## config.mk

```make
export PLATFORM = sky130hd
export DESIGN_NAME = byte_ring_buffer_peek_discard
export DESIGN_NICKNAME = d
export VERILOG_FILES = /design/src/sv/brb_pkg.sv /design/src/sv/brb_outq.sv /design/src/sv/byte_ring_buffer_peek_discard.sv
export SDC_FILE = /design/constraint.sdc
export NUM_CORES = 1
export LEC_CHECK = 0
export ABC_CLOCK_PERIOD_IN_PS = 16100
export BUFFER_PORTS_ARGS = -buffer_cell sky130_fd_sc_hd__buf_2
export CORE_ASPECT_RATIO = 1.2
export CORE_MARGIN = 4
export CORE_UTILIZATION = 65
export CTS_BUF_LIST = sky130_fd_sc_hd__clkbuf_16
export DETAILED_ROUTE_END_ITERATION = 8
export PLACE_DENSITY = 0.82
export REMOVE_ABC_BUFFERS = 1
export SETUP_SLACK_MARGIN = 0.2
export SYNTH_ARGS = -nofsm -noshare
export SYNTH_HDL_FRONTEND = slang
export SYNTH_HIERARCHICAL = 1
export SYNTH_SLANG_ARGS = --single-unit
```

## constraint.sdc

```tcl
create_clock -name clk_i -period 16.1 [get_ports clk_i]
set_clock_uncertainty 0.15 [all_clocks]
set_input_delay 3.22 -clock clk_i [delete_from_list [all_inputs] [get_ports clk_i]]
set_output_delay 3.22 -clock clk_i [all_outputs]
set_load 0.01 [all_outputs]
```

## src/sv/brb_pkg.sv

```systemverilog
// Shared types, codes and constants of the byte ring buffer.
package brb_pkg;

  localparam int DATA_W    = 8;
  localparam int CNT_W     = 6;
  localparam int FILL_W    = 6;
  localparam int DEPTH_DEF = 64;

  // Function codes carried by a request
  typedef enum logic [2:0] {
    FUNC_WRITE   = 3'd0,
    FUNC_READ    = 3'd1,
    FUNC_PEEK    = 3'd2,
    FUNC_DISCARD = 3'd3,
    FUNC_CLEAR   = 3'd4
  } func_e;

  // Result status codes
  typedef enum logic [1:0] {
    STAT_OK       = 2'd0,
    STAT_REJECT   = 2'd1,
    STAT_EMPTY    = 2'd2,
    STAT_BAD_DISC = 2'd3
  } status_e;

  // Sequencer states
  typedef enum logic [1:0] {
    ST_IDLE   = 2'b01,
    ST_STREAM = 2'b10
  } state_e;

  // One result item
  typedef struct packed {
    logic [DATA_W-1:0] byte_val;
    logic              last;
    status_e           status;
    logic [FILL_W-1:0] fill;
  } result_t;

endpackage

```

## src/sv/brb_outq.sv

```systemverilog
// Two-entry result queue that decouples the buffer core from the receiver.
module brb_outq import brb_pkg::*; (
  input  logic    clk_i,
  input  logic    rst_ni,
  input  logic    push_i,
  input  result_t push_data_i,
  input  logic    pop_i,
  output logic    valid_o,
  output result_t data_o,
  output logic [1:0] cnt_o
);

  result_t    ent_q [2];
  result_t    ent_d [2];
  logic [1:0] cnt_q, cnt_d;
  logic       pop;

  assign valid_o = (cnt_q != 2'd0);
  assign pop     = pop_i & valid_o;
  assign data_o  = ent_q[0];
  assign cnt_o   = cnt_q;

  // Shift towards the head on pop, append at the tail on push
  always_comb begin
    ent_d[0] = ent_q[0];
    ent_d[1] = ent_q[1];
    cnt_d    = cnt_q;
    case ({push_i, pop})
      2'b01: begin
        ent_d[0] = ent_q[1];
        cnt_d    = cnt_q - 2'd1;
      end
      2'b10: begin
        if (cnt_q == 2'd0) begin
          ent_d[0] = push_data_i;
        end else begin
          ent_d[1] = push_data_i;
        end
        cnt_d = cnt_q + 2'd1;
      end
      2'b11: begin
        if (cnt_q == 2'd1) begin
          ent_d[0] = push_data_i;
        end else begin
          ent_d[0] = ent_q[1];
          ent_d[1] = push_data_i;
        end
      end
      default: begin
      end
    endcase
  end

  // Hold the entry payload
  always_ff @(posedge clk_i) begin
    ent_q[0] <= ent_d[0];
    ent_q[1] <= ent_d[1];
  end

  // Track occupancy
  always_ff @(posedge clk_i or negedge rst_ni) begin
    if (!rst_ni) begin
      cnt_q <= 2'd0;
    end else begin
      cnt_q <= cnt_d;
    end
  end

endmodule

```

## src/sv/byte_ring_buffer_peek_discard.sv

```systemverilog
// Top level of the byte ring buffer with peek and discard.
//
// Requests arrive on in_valid_i/in_ready_o with func_i, data_i, count_i and
// first_i; results leave on out_valid_o/out_ready_i with byte_out_o, last_o,
// status_o and fill_level_o. The ring holds at most DEPTH-1 bytes.
// Write, discard, clear and empty read/peek requests give one result, which
// sits in the output queue in the cycle after the request is taken; one such
// request can be taken every cycle while the queue has room.
// A read or peek of N bytes streams the bytes out of the ring memory through
// its single read port: each byte is fetched into a registered read stage and
// then pushed into the result queue, one byte per cycle while the queue has
// room, and the block takes the next request once the last byte has left the
// memory.
// Reset empties the buffer and the result queue; the ring contents are not
// cleared. When the receiver stalls, the two-entry result queue fills, byte
// fetches pause and in_ready_o drops until there is room again.
module byte_ring_buffer_peek_discard import brb_pkg::*; #(
  parameter int DEPTH = DEPTH_DEF
) (
  input  logic              clk_i,
  input  logic              rst_ni,
  input  logic              in_valid_i,
  output logic              in_ready_o,
  input  logic [2:0]        func_i,
  input  logic [DATA_W-1:0] data_i,
  input  logic [CNT_W-1:0]  count_i,
  input  logic              first_i,
  output logic              out_valid_o,
  input  logic              out_ready_i,
  output logic [DATA_W-1:0] byte_out_o,
  output logic              last_o,
  output logic [1:0]        status_o,
  output logic [FILL_W-1:0] fill_level_o
);

  localparam int         PW     = (DEPTH > 2) ? $clog2(DEPTH) : 1;
  localparam logic [6:0] DEPTH7 = 7'(DEPTH);

  // Ring memory
  logic [DATA_W-1:0] ring_mem [DEPTH];
  logic [DATA_W-1:0] rd_data_q;

  state_e            state_q, state_d;
  logic [PW-1:0]     wp_q, wp_d, rp_q, rp_d;
  logic [CNT_W-1:0]  run_rem_q, run_rem_d;
  logic              run_acc_q, run_acc_d;
  logic [PW-1:0]     rd_addr_q, rd_addr_d;
  logic [FILL_W-1:0] rd_left_q, rd_left_d;
  logic [FILL_W-1:0] rd_fill_q, rd_fill_d;
  logic              rd_pend_q, rd_pend_last_q;

  logic              in_acc, pop, issue, mem_we, res_push, q_push;
  logic [1:0]        q_cnt;
  logic [2:0]        occ;
  logic [6:0]        wp7, rp7, fill7, wr_len, space7;
  logic [FILL_W-1:0] fill, rd_len;
  result_t           res, q_data, q_head;

  function automatic logic [PW-1:0] ptr_add(input logic [PW-1:0] p, input logic [6:0] n);
    logic [7:0] s;
    s = 8'(p) + 8'(n);
    if (s >= 8'(DEPTH)) begin
      s = s - 8'(DEPTH);
    end
    return s[PW-1:0];
  endfunction

  assign in_ready_o = (state_q == ST_IDLE) && !rd_pend_q && (q_cnt != 2'd2);
  assign in_acc     = in_valid_i & in_ready_o;
  assign pop        = out_valid_o & out_ready_i;

  // Current fill and derived lengths
  assign wp7    = 7'(wp_q);
  assign rp7    = 7'(rp_q);
  assign fill7  = (wp7 >= rp7) ? (wp7 - rp7) : (DEPTH7 - rp7 + wp7);
  assign fill   = fill7[FILL_W-1:0];
  assign wr_len = (7'(count_i) > DEPTH7) ? DEPTH7 : 7'(count_i);
  assign space7 = DEPTH7 - 7'd1 - fill7;
  assign rd_len = ((count_i == '0) || (count_i > fill)) ? fill : count_i;

  // Fetch a byte when the queue will have room for it on return
  assign occ   = 3'(q_cnt) + 3'(rd_pend_q) - 3'(pop);
  assign issue = (state_q == ST_STREAM) && (occ <= 3'd1);

  // Decode a request and advance the fetch sequencer
  always_comb begin
    state_d   = state_q;
    wp_d      = wp_q;
    rp_d      = rp_q;
    run_rem_d = run_rem_q;
    run_acc_d = run_acc_q;
    rd_addr_d = rd_addr_q;
    rd_left_d = rd_left_q;
    rd_fill_d = rd_fill_q;
    mem_we    = 1'b0;
    res_push  = 1'b0;
    res       = '0;
    res.last  = 1'b1;
    res.status = STAT_OK;

    if (in_acc) begin
      case (func_e'(func_i))
        FUNC_WRITE: begin
          res_push = 1'b1;
          if (first_i) begin
            if ((wr_len == 7'd0) || (wr_len > space7)) begin
              run_acc_d  = 1'b0;
              run_rem_d  = '0;
              res.status = STAT_REJECT;
            end else begin
              run_acc_d = 1'b1;
              run_rem_d = wr_len[CNT_W-1:0] - CNT_W'(1);
              mem_we    = 1'b1;
              wp_d      = ptr_add(wp_q, 7'd1);
            end
          end else if (run_acc_q && (run_rem_q != '0)) begin
            run_rem_d = run_rem_q - CNT_W'(1);
            mem_we    = 1'b1;
            wp_d      = ptr_add(wp_q, 7'd1);
          end else begin
            res.status = STAT_REJECT;
          end
          res.fill = fill + FILL_W'(mem_we);
        end
        FUNC_READ, FUNC_PEEK: begin
          if (rd_len == '0) begin
            res_push   = 1'b1;
            res.status = STAT_EMPTY;
            res.fill   = fill;
          end else begin
            state_d   = ST_STREAM;
            rd_addr_d = rp_q;
            rd_left_d = rd_len;
            if (func_e'(func_i) == FUNC_READ) begin
              rp_d      = ptr_add(rp_q, 7'(rd_len));
              rd_fill_d = fill - rd_len;
            end else begin
              rd_fill_d = fill;
            end
          end
        end
        FUNC_DISCARD: begin
          res_push = 1'b1;
          if (count_i > fill) begin
            wp_d       = '0;
            rp_d       = '0;
            res.status = STAT_BAD_DISC;
            res.fill   = '0;
          end else begin
            rp_d     = ptr_add(rp_q, 7'(count_i));
            res.fill = fill - count_i;
          end
        end
        FUNC_CLEAR: begin
          res_push = 1'b1;
          wp_d     = '0;
          rp_d     = '0;
          res.fill = '0;
        end
        default: begin
        end
      endcase
    end

    if (issue) begin
      rd_left_d = rd_left_q - FILL_W'(1);
      rd_addr_d = (32'(rd_addr_q) == DEPTH - 1) ? '0 : rd_addr_q + PW'(1);
      if (rd_left_q == FILL_W'(1)) begin
        state_d = ST_IDLE;
      end
    end
  end

  // Store bytes and fetch into a registered read-data stage
  always_ff @(posedge clk_i) begin
    if (mem_we) begin
      ring_mem[wp_q] <= data_i;
    end
    if (issue) begin
      rd_data_q <= ring_mem[rd_addr_q];
    end
  end

  // Hold fetch bookkeeping
  always_ff @(posedge clk_i) begin
    rd_addr_q <= rd_addr_d;
    rd_fill_q <= rd_fill_d;
    if (issue) begin
      rd_pend_last_q <= (rd_left_q == FILL_W'(1));
    end
  end

  // Advance control state
  always_ff @(posedge clk_i or negedge rst_ni) begin
    if (!rst_ni) begin
      state_q   <= ST_IDLE;
      wp_q      <= '0;
      rp_q      <= '0;
      run_rem_q <= '0;
      run_acc_q <= 1'b0;
      rd_left_q <= '0;
      rd_pend_q <= 1'b0;
    end else begin
      state_q   <= state_d;
      wp_q      <= wp_d;
      rp_q      <= rp_d;
      run_rem_q <= run_rem_d;
      run_acc_q <= run_acc_d;
      rd_left_q <= rd_left_d;
      rd_pend_q <= issue;
    end
  end

  // Merge fetched bytes and direct results into the queue
  always_comb begin
    q_data = res;
    if (rd_pend_q) begin
      q_data.byte_val = rd_data_q;
      q_data.last     = rd_pend_last_q;
      q_data.status   = STAT_OK;
      q_data.fill     = rd_fill_q;
    end
  end
  assign q_push = res_push | rd_pend_q;

  brb_outq u_outq (
    .clk_i       (clk_i),
    .rst_ni      (rst_ni),
    .push_i      (q_push),
    .push_data_i (q_data),
    .pop_i       (out_ready_i),
    .valid_o     (out_valid_o),
    .data_o      (q_head),
    .cnt_o       (q_cnt)
  );

  assign byte_out_o   = q_head.byte_val;
  assign last_o       = q_head.last;
  assign status_o     = q_head.status;
  assign fill_level_o = q_head.fill;

`ifndef SYNTHESIS
  // A direct result never collides with a returning byte
  assert property (@(posedge clk_i) disable iff (!rst_ni) res_push |-> !rd_pend_q)
    else $error("direct result collides with fetched byte");
  // The result queue never overflows
  assert property (@(posedge clk_i) disable iff (!rst_ni) (q_push && q_cnt == 2'd2) |-> pop)
    else $error("result queue overflow");
  // Streaming always has bytes left to fetch
  assert property (@(posedge clk_i) disable iff (!rst_ni)
                   (state_q == ST_STREAM) |-> (rd_left_q != '0))
    else $error("stream with nothing left");
  // A fetch is followed by a push of its byte
  assert property (@(posedge clk_i) disable iff (!rst_ni) issue |=> q_push)
    else $error("fetched byte not queued");
`endif

endmodule
```

==> reports/qor.yml, run 1 <==
outcome:
  outcome: "finished, final reports clean"
worst_setup_path:
  crit_arrival_ns: 7.76
  cp-end-kind: "register"
  crit_cells: 18
  startpoint: "count_i[0]"
  cp_max_fo: 8
  r2r_cells: 18
  cpPeakStageDelay_ns: 0.64
  path_delay_family: "compound AO/OA/AOI/OAI gates"
  rrSetupSlack_ns: 9.00
  slowest_stage: "a21oi_1"
  crit_buf_inv: 2
  critical_path_class: "in -> reg"
  required_ns: 16.45
  r2r_end: "u_outq/ent_q[0][24]"
  setup.worst_path.start_class: "input pin"
  crit_path_cell_trace: "buf_2, ha_1, fa_1, or2_2, a211oi_1, o21ai_0, a21oi_1, mux2i_1, inv_1, ha_1, a21o_1, a21oi_1, o21bai_1, a21o_1, or2_2, mux2i_1, o31ai_1, o31ai_1"
  r2r_start: "wp_q[0]"
floorplan:
  fp.dieW_um: 191
  initial_utilization_pct: 65.6
  num_rows: 80
  core_area_um2: 39600
  dieArea_um2: 43300
  io_pins: 41
  die_y_um: 227
yosys:
  yosysTopAreaCellShare_pct: 65.4
  yosysUniqueCellTypes: 76
  ys_ff_latch: 597
  async_flop_share_pct: 5.03
  synth_top_family_by_area: "multiplexers"
  synthMuxAreaShare_pct: 15.1
  synth_fa_ha_area_share_pct: 2.91
  yosys_warnings: 6
  yosysTopAreaCell: "edfxtp_1"
  synth_compound_area_share_pct: 4.97
  synth-edff-count: 567
  synthCells: 1469
  yosys.area_share.xor_xnor_pct: 1.04
  syn_area_per_cell_um2: 17.7
  synthFlopType: "edfxtp_1"
  ys_seq_area_share_pct: 68.3
  synth_area_leaders: "edfxtp_1 65%, mux4_2 15%, dfrtp_1 2.8%"
  synthSimpleGateAreaFrac_pct: 5.16
  netlist_area_um2: 26000
sta:
  rsz0062_at_grt: "no"
  max_freq_ghz: 0.135
  drv_slew: 0
  slew_headroom_pct: 14.6
  timing.final.crit_share_pct: 46.0
  tns_ns: 0
  setup_viol: 0
  finalHoldViolCount: 0
  tightest_slew_ns: 1.28
  period_minus_slack_ns: 7.40
job:
  maxCapViolations: 0
grt:
  grt_max_degree: 105
  grt_first_pass_wirelength_um: 91700
  antenna_found_initial: 0
  grt_use_total_pct: 28.5
  grt_pass1_vias: 14600
  grt.overflow.total: 0
final_layout:
  final_common_cell: "edfxtp_1"
  diodes: 0
  final_cell_mix: "567 x edfxtp_1, 168 x mux4_2, 96 x nor2_1"
  fin_area_um2: 28300
  fillCellCount: 2391
  area_delta_synth_final_pct: 8.66
  seqCellArea_um2: 17800
  multi_input_area_um2: 7590
  layout-drive-gt1-share_pct: 21.9
  fin_nets: 1574
clocking:
  cts_sinks: 597
  root_buffer: "clkbuf_16"
  numCtsBuffers: 55
  postCtsHoldBufs: 0
  tritoncts: "done"
  cts_setup_buffers: 0
  insertion_delay_ns: 0.59
  clockBufferDepth: 3
  cts_max_level: 2
  cts-resized-gates: 0
  clkTransAtPathRegs_ns: 0.07
hold_path:
  min_path_cells: 1
  hp-start: "run_acc_q"
  hold_class: "reg -> reg"
  min_to: "run_acc_q"
detailed_routing:
  drt-pass1-iter-count: 6
  drc: 0
  wl_per_cell_um: 28.9
  viasPerCell: 6.81
  ant_nets: 0
  drt_iter0_drc: 1456
  vias: 14100
  drt_wl_total_um: 60000
power_and_ir_drop:
  ir_drop_uv: 111
  power.density_nw_per_um2: 167
  totalPowerFinal_mw: 4.73
  power_leakage_nw: 9.36
placement:
  dp_hpwl_um: 35200
  portBuffers: 40
  gp_congestion: 0.914
  postPlaceCellArea_um2: 26600
## stage by stage
stage / worst slack, ns / cells / utilization, % / hold WS, ns
6_report: 8.70 / 2074 / 71.3 / 0.343
5_1_grt: 8.35 / 2074 / 71.3 / 0.365
4_1_cts: 8.76 / 2074 / 71.3 / 0.355
3_5_place_dp: 8.18 / 1971 / 67.0 / 0.338
3_3_place_gp: 8.25 / 1971 / 67.0 / 0.308
2_1_floorplan: 8.57 / 1387 / - / 0.293
## sequential cells by signal, summed over array words and instances (netlist names)
name,cells
rp_q,6
state_q,2
rd_pend_last_q,1
rd_data_q,8
u_outq/ent_q,34
run_rem_q,6
u_outq/cnt_o,2
rd_fill_q,6
ring_mem,512
rd_pend_q,1
run_acc_q,1
rd_addr_q,6
wp_q,6
rd_left_q,6
## cell usage after synthesis (12+ instances only)
cell type,n
a21o_1,13
inv_1,63
o21ai_0,29
mux4_2,168
dfrtp_1,29
xnor2_1,19
a21oi_1,42
clkbuf_1,36
ha_1,51
edfxtp_1,567
nor3_1,12
buf_1,18
buf_4,18
nand2_1,63
nor2_1,96
xor2_1,12
nand3_1,43
o221ai_2,16
a31oi_1,13
## layer usage
metal  GRT usage [%]  wire length, um  vias to the layer above
li1                -                -                     5924
met1            37.2            21300                     7216
met2            48.1            31100                      820
met3            4.86             4560                      164
met4            12.7             3090                        0
met5               0                0                        -
## kinds of logic after synthesis
| logic type | Yosys count |
|---|---|
| flip-flops | 597 |
| AND/OR/NAND/NOR | 282 |
| multiplexers | 180 |
| AO/OA/AOI/OAI | 176 |
| buffers and inverters | 146 |
| adder cells (fa/ha/maj) | 57 |
| XOR/XNOR | 31 |
## worst reg2reg max path, cell delays in order, from the launching register on
cell and delay, ns:
dfrtp_1 0.47, inv_1 0.20, ha_1 0.50, and4_1 0.30
a21oi_1 0.32, mux2_2 0.38, o211ai_1 0.55, inv_1 0.30
ha_1 0.43, o21a_1 0.17, o21ai_0 0.56, nand2_1 0.23
nor2_1 0.29, a21oi_1 0.06, o21ai_0 0.45, ha_1 0.88
nor2_2 0.06, a221oi_2 0.19, buf_4 0.30
## worst max-delay path by stage
stage                               end  slack [ns]
floorplan           u_outq/ent_q[0][17]        8.57
global placement                rp_q[5]        8.25
detailed placement              rp_q[5]        8.18
CTS                             rp_q[5]        8.76
global route        u_outq/ent_q[0][25]        8.35
finish                          rp_q[5]        8.70
## layout make-up
cell class	instances	share of cell area (%)
Sequential cell	597	62.9
Multi-Input combinational cell	726	26.8
Clock buffer	55	4.87
Tap cell	533	2.36
Clock inverter	48	1.15
Timing Repair Buffer	51	1.04
Inverter	64	0.850
## power by group
group / switching, mW / total [mW] / internal (mW)
Combinational: 0.935 / 1.64 / 0.704
Clock: 0.566 / 1.24 / 0.672
Sequential: 0.0577 / 1.85 / 1.79
Power figures use the tool's default switching activity.
==> run 2: changes to the inputs <==
--- a/config.mk
+++ b/config.mk
@@ -5,14 +5,15 @@
 export SDC_FILE = /design/constraint.sdc
 export NUM_CORES = 1
 export LEC_CHECK = 0
-export ABC_CLOCK_PERIOD_IN_PS = 16100
+export ABC_AREA = 1
+export ABC_CLOCK_PERIOD_IN_PS = 6100
 export BUFFER_PORTS_ARGS = -buffer_cell sky130_fd_sc_hd__buf_2
 export CORE_ASPECT_RATIO = 1.2
 export CORE_MARGIN = 4
-export CORE_UTILIZATION = 65
+export CORE_UTILIZATION = 57
 export CTS_BUF_LIST = sky130_fd_sc_hd__clkbuf_16
 export DETAILED_ROUTE_END_ITERATION = 8
-export PLACE_DENSITY = 0.82
+export PLACE_DENSITY = 0.76
 export REMOVE_ABC_BUFFERS = 1
 export SETUP_SLACK_MARGIN = 0.2
 export SYNTH_ARGS = -nofsm -noshare
==> constraint.sdc (replaced) <==
create_clock -name clk_i -period 6.1 [get_ports clk_i]
set_clock_uncertainty 0.15 [all_clocks]
set_input_delay 1.22 -clock clk_i [delete_from_list [all_inputs] [get_ports clk_i]]
set_output_delay 1.22 -clock clk_i [all_outputs]
set_load 0.01 [all_outputs]
==> reports/qor.yml, run 2 <==
sta:
  whs_ns: 0.339
  slew_headroom_pct: 16.7
  finalHoldViolCount: 0
  period_minus_slack_ns: 5.48
  tightest_slew_ns: 1.25
  timing.final.crit_share_pct: 89.9
  setup_viol: 0
  rsz0062_at_grt: "no"
  max_freq_ghz: 0.182
  fin_ws_ns: 0.617
  drv_slew: 0
  tns_ns: 0
clocking:
  root_buffer: "clkbuf_16"
  cts_sinks: 597
  numCtsBuffers: 56
  tritoncts: "done"
  cts_max_level: 2
  clkTransAtPathRegs_ns: 0.06
  clockBufferDepth: 3
  cts_setup_buffers: 0
  insertion_delay_ns: 0.62
detailed_routing:
  drt_iter0_drc: 2015
  vias: 18500
  wl_per_cell_um: 22.0
  viasPerCell: 6.16
  drt_wl_total_um: 66000
  drt-pass1-iter-count: 6
  ant_nets: 0
  drc: 0
worst_setup_path:
  crit_arrival_ns: 5.65
  cp_common_cell: "nand2_1"
  cp-end-kind: "register"
  required_ns: 6.27
  cpPeakStageDelay_ns: 0.45
  setup.worst_path.start_class: "register"
  slowest_stage: "dfrtp_1"
  r2r_start: "wp_q[0]"
  critical_path_class: "reg -> reg"
  cp_max_fo: 11
  startpoint: "wp_q[0]"
final_layout:
  area_delta_synth_final_pct: 8.58
  largest_register: "ring_mem"
  final_cell_mix: "567 x edfxtp_1, 415 x nor2_1, 320 x o21ai_0"
  final_cells: 3001
  largest_reg_flops: 512
  layout-drive-gt1-share_pct: 9.14
  final_common_cell: "edfxtp_1"
  multi_input_area_um2: 7940
  fin_nets: 2418
  diodes: 0
  utilization_pct: 63.1
  fin_area_um2: 29200
  seqCellArea_um2: 17800
  reg_top3: "ring_mem (512), u_outq/ent_q (34), rd_data_q (8)"
  fillCellCount: 3524
power_and_ir_drop:
  ir_drop_uv: 443
  totalPowerFinal_mw: 14.0
  power.density_nw_per_um2: 480
  power_leakage_nw: 10.5
floorplan:
  io_pins: 41
  initial_utilization_pct: 58.1
  core_area_um2: 46300
  num_rows: 86
  dieArea_um2: 50700
  die_y_um: 246
  fp.dieW_um: 206
yosys:
  ys_seq_area_share_pct: 66.1
  yosysUniqueCellTypes: 59
  synth.most_common_cell: "edfxtp_1"
  syn_area_per_cell_um2: 11.4
  synth_fa_ha_area_share_pct: 2.82
  netlist_area_um2: 26900
  synth_top_family_by_area: "simple AND/OR/NAND/NOR gates"
  synthMuxAreaShare_pct: 0.298
  yosys-top-cells-count: "567 x edfxtp_1, 415 x nor2_1, 320 x o21ai_0"
  synth_area_leaders: "edfxtp_1 63%, o21ai_0 6.0%, nor2_1 5.8%"
  synthSimpleGateAreaFrac_pct: 13.6
  ys_ff_latch: 597
  yosys_warnings: 6
  synthFlopType: "edfxtp_1"
  yosys.area_share.xor_xnor_pct: 0.810
  yosysTopAreaCellShare_pct: 63.3
  synthCells: 2354
  synth_compound_area_share_pct: 12.1
  async_flop_share_pct: 5.03
  synth-edff-count: 567
  yosysTopAreaCell: "edfxtp_1"
grt:
  antenna_found_initial: 0
  grt_pass1_vias: 17800
  grt_max_degree: 200
  grt_use_met2_pct: 43.7
  grt_first_pass_wirelength_um: 100000
  top_usage_layer: "met2"
  grt.overflow.total: 0
  grt_use_met3_pct: 4.29
  use_met1_pct: 32.6
  grt_use_total_pct: 25.5
hold_path:
  hold_class: "reg -> reg"
  hp-start: "run_acc_q"
placement:
  dp_hpwl_um: 40000
  gp_congestion: 0.943
  postPlaceCellArea_um2: 27400
  portBuffers: 40
  dp.cells: 2897
  post-place-ws_ns: 0.552
outcome:
  outcome: "finished, final reports clean"
job:
  maxCapViolations: 0
==> run 2: kinds of logic after synthesis <==
group | count (synthesis)
muxes | 8
DFF | 597
adders and majority gates | 57
AOI/OAI and AO/OA | 563
buffers and inverters | 279
and+or+nand+nor | 826
xor gates and xnor gates | 24
==> run 2: power by group <==
| part | total (mW) | internal [mW] | switching (mW) |
|---|---|---|---|
| combinational | 5.73 | 1.75 | 3.97 |
| clock | 3.37 | 1.90 | 1.47 |
| sequential | 4.92 | 4.76 | 0.158 |
==> run 2: path summary, 6_finish.rpt <==
check / cells past startpoint / end / slack (ns)
worst max register to register: 28 / u_outq/ent_q[0][32] / 0.62
worst min-delay path: 2 / run_acc_q / 0.34
worst min register to register: 2 / run_acc_q / 0.34
min in group asynchronous: 1 / run_rem_q[5] / 0.52
max in group asynchronous: 1 / wp_q[2] / 4.77
worst max-delay path: 28 / u_outq/ent_q[0][32] / 0.62
==> run 2: per-layer routing <==
layer  part of all wire [%]  wire, um
met5                      0         0
met2                     50     32700
met1                     38     24900
met3                    8.7      5710
met4                    4.0      2670
==> run 2: what timing repair did <==
action | CTS | global route
endpoints found under the setup margin | 0 | 11
endpoints found under the hold margin | 0 | 0
hold buffers | 0 | 0
resized for setup | 0 | 1
==> run 2: cell type report <==
type                            instances  area share, %
Clock buffer                           57           4.89
Clock inverter                         47           1.18
Inverter                              144           1.87
Multi-Input combinational cell       1478           27.2
Sequential cell                       597           60.9
Tap cell                              616           2.64
Timing Repair Buffer                   62           1.29
==> run 2: worst max-delay path, delay by kind of cell, from the launching register on <==
family / cells / cell delay (ns)
and+or+nand+nor: 19 / 2.51
AOI/OAI and AO/OA: 1 / 0.24
buffers and inverters: 5 / 0.73
DFF: 1 / 0.45
adders and majority gates: 3 / 1.12
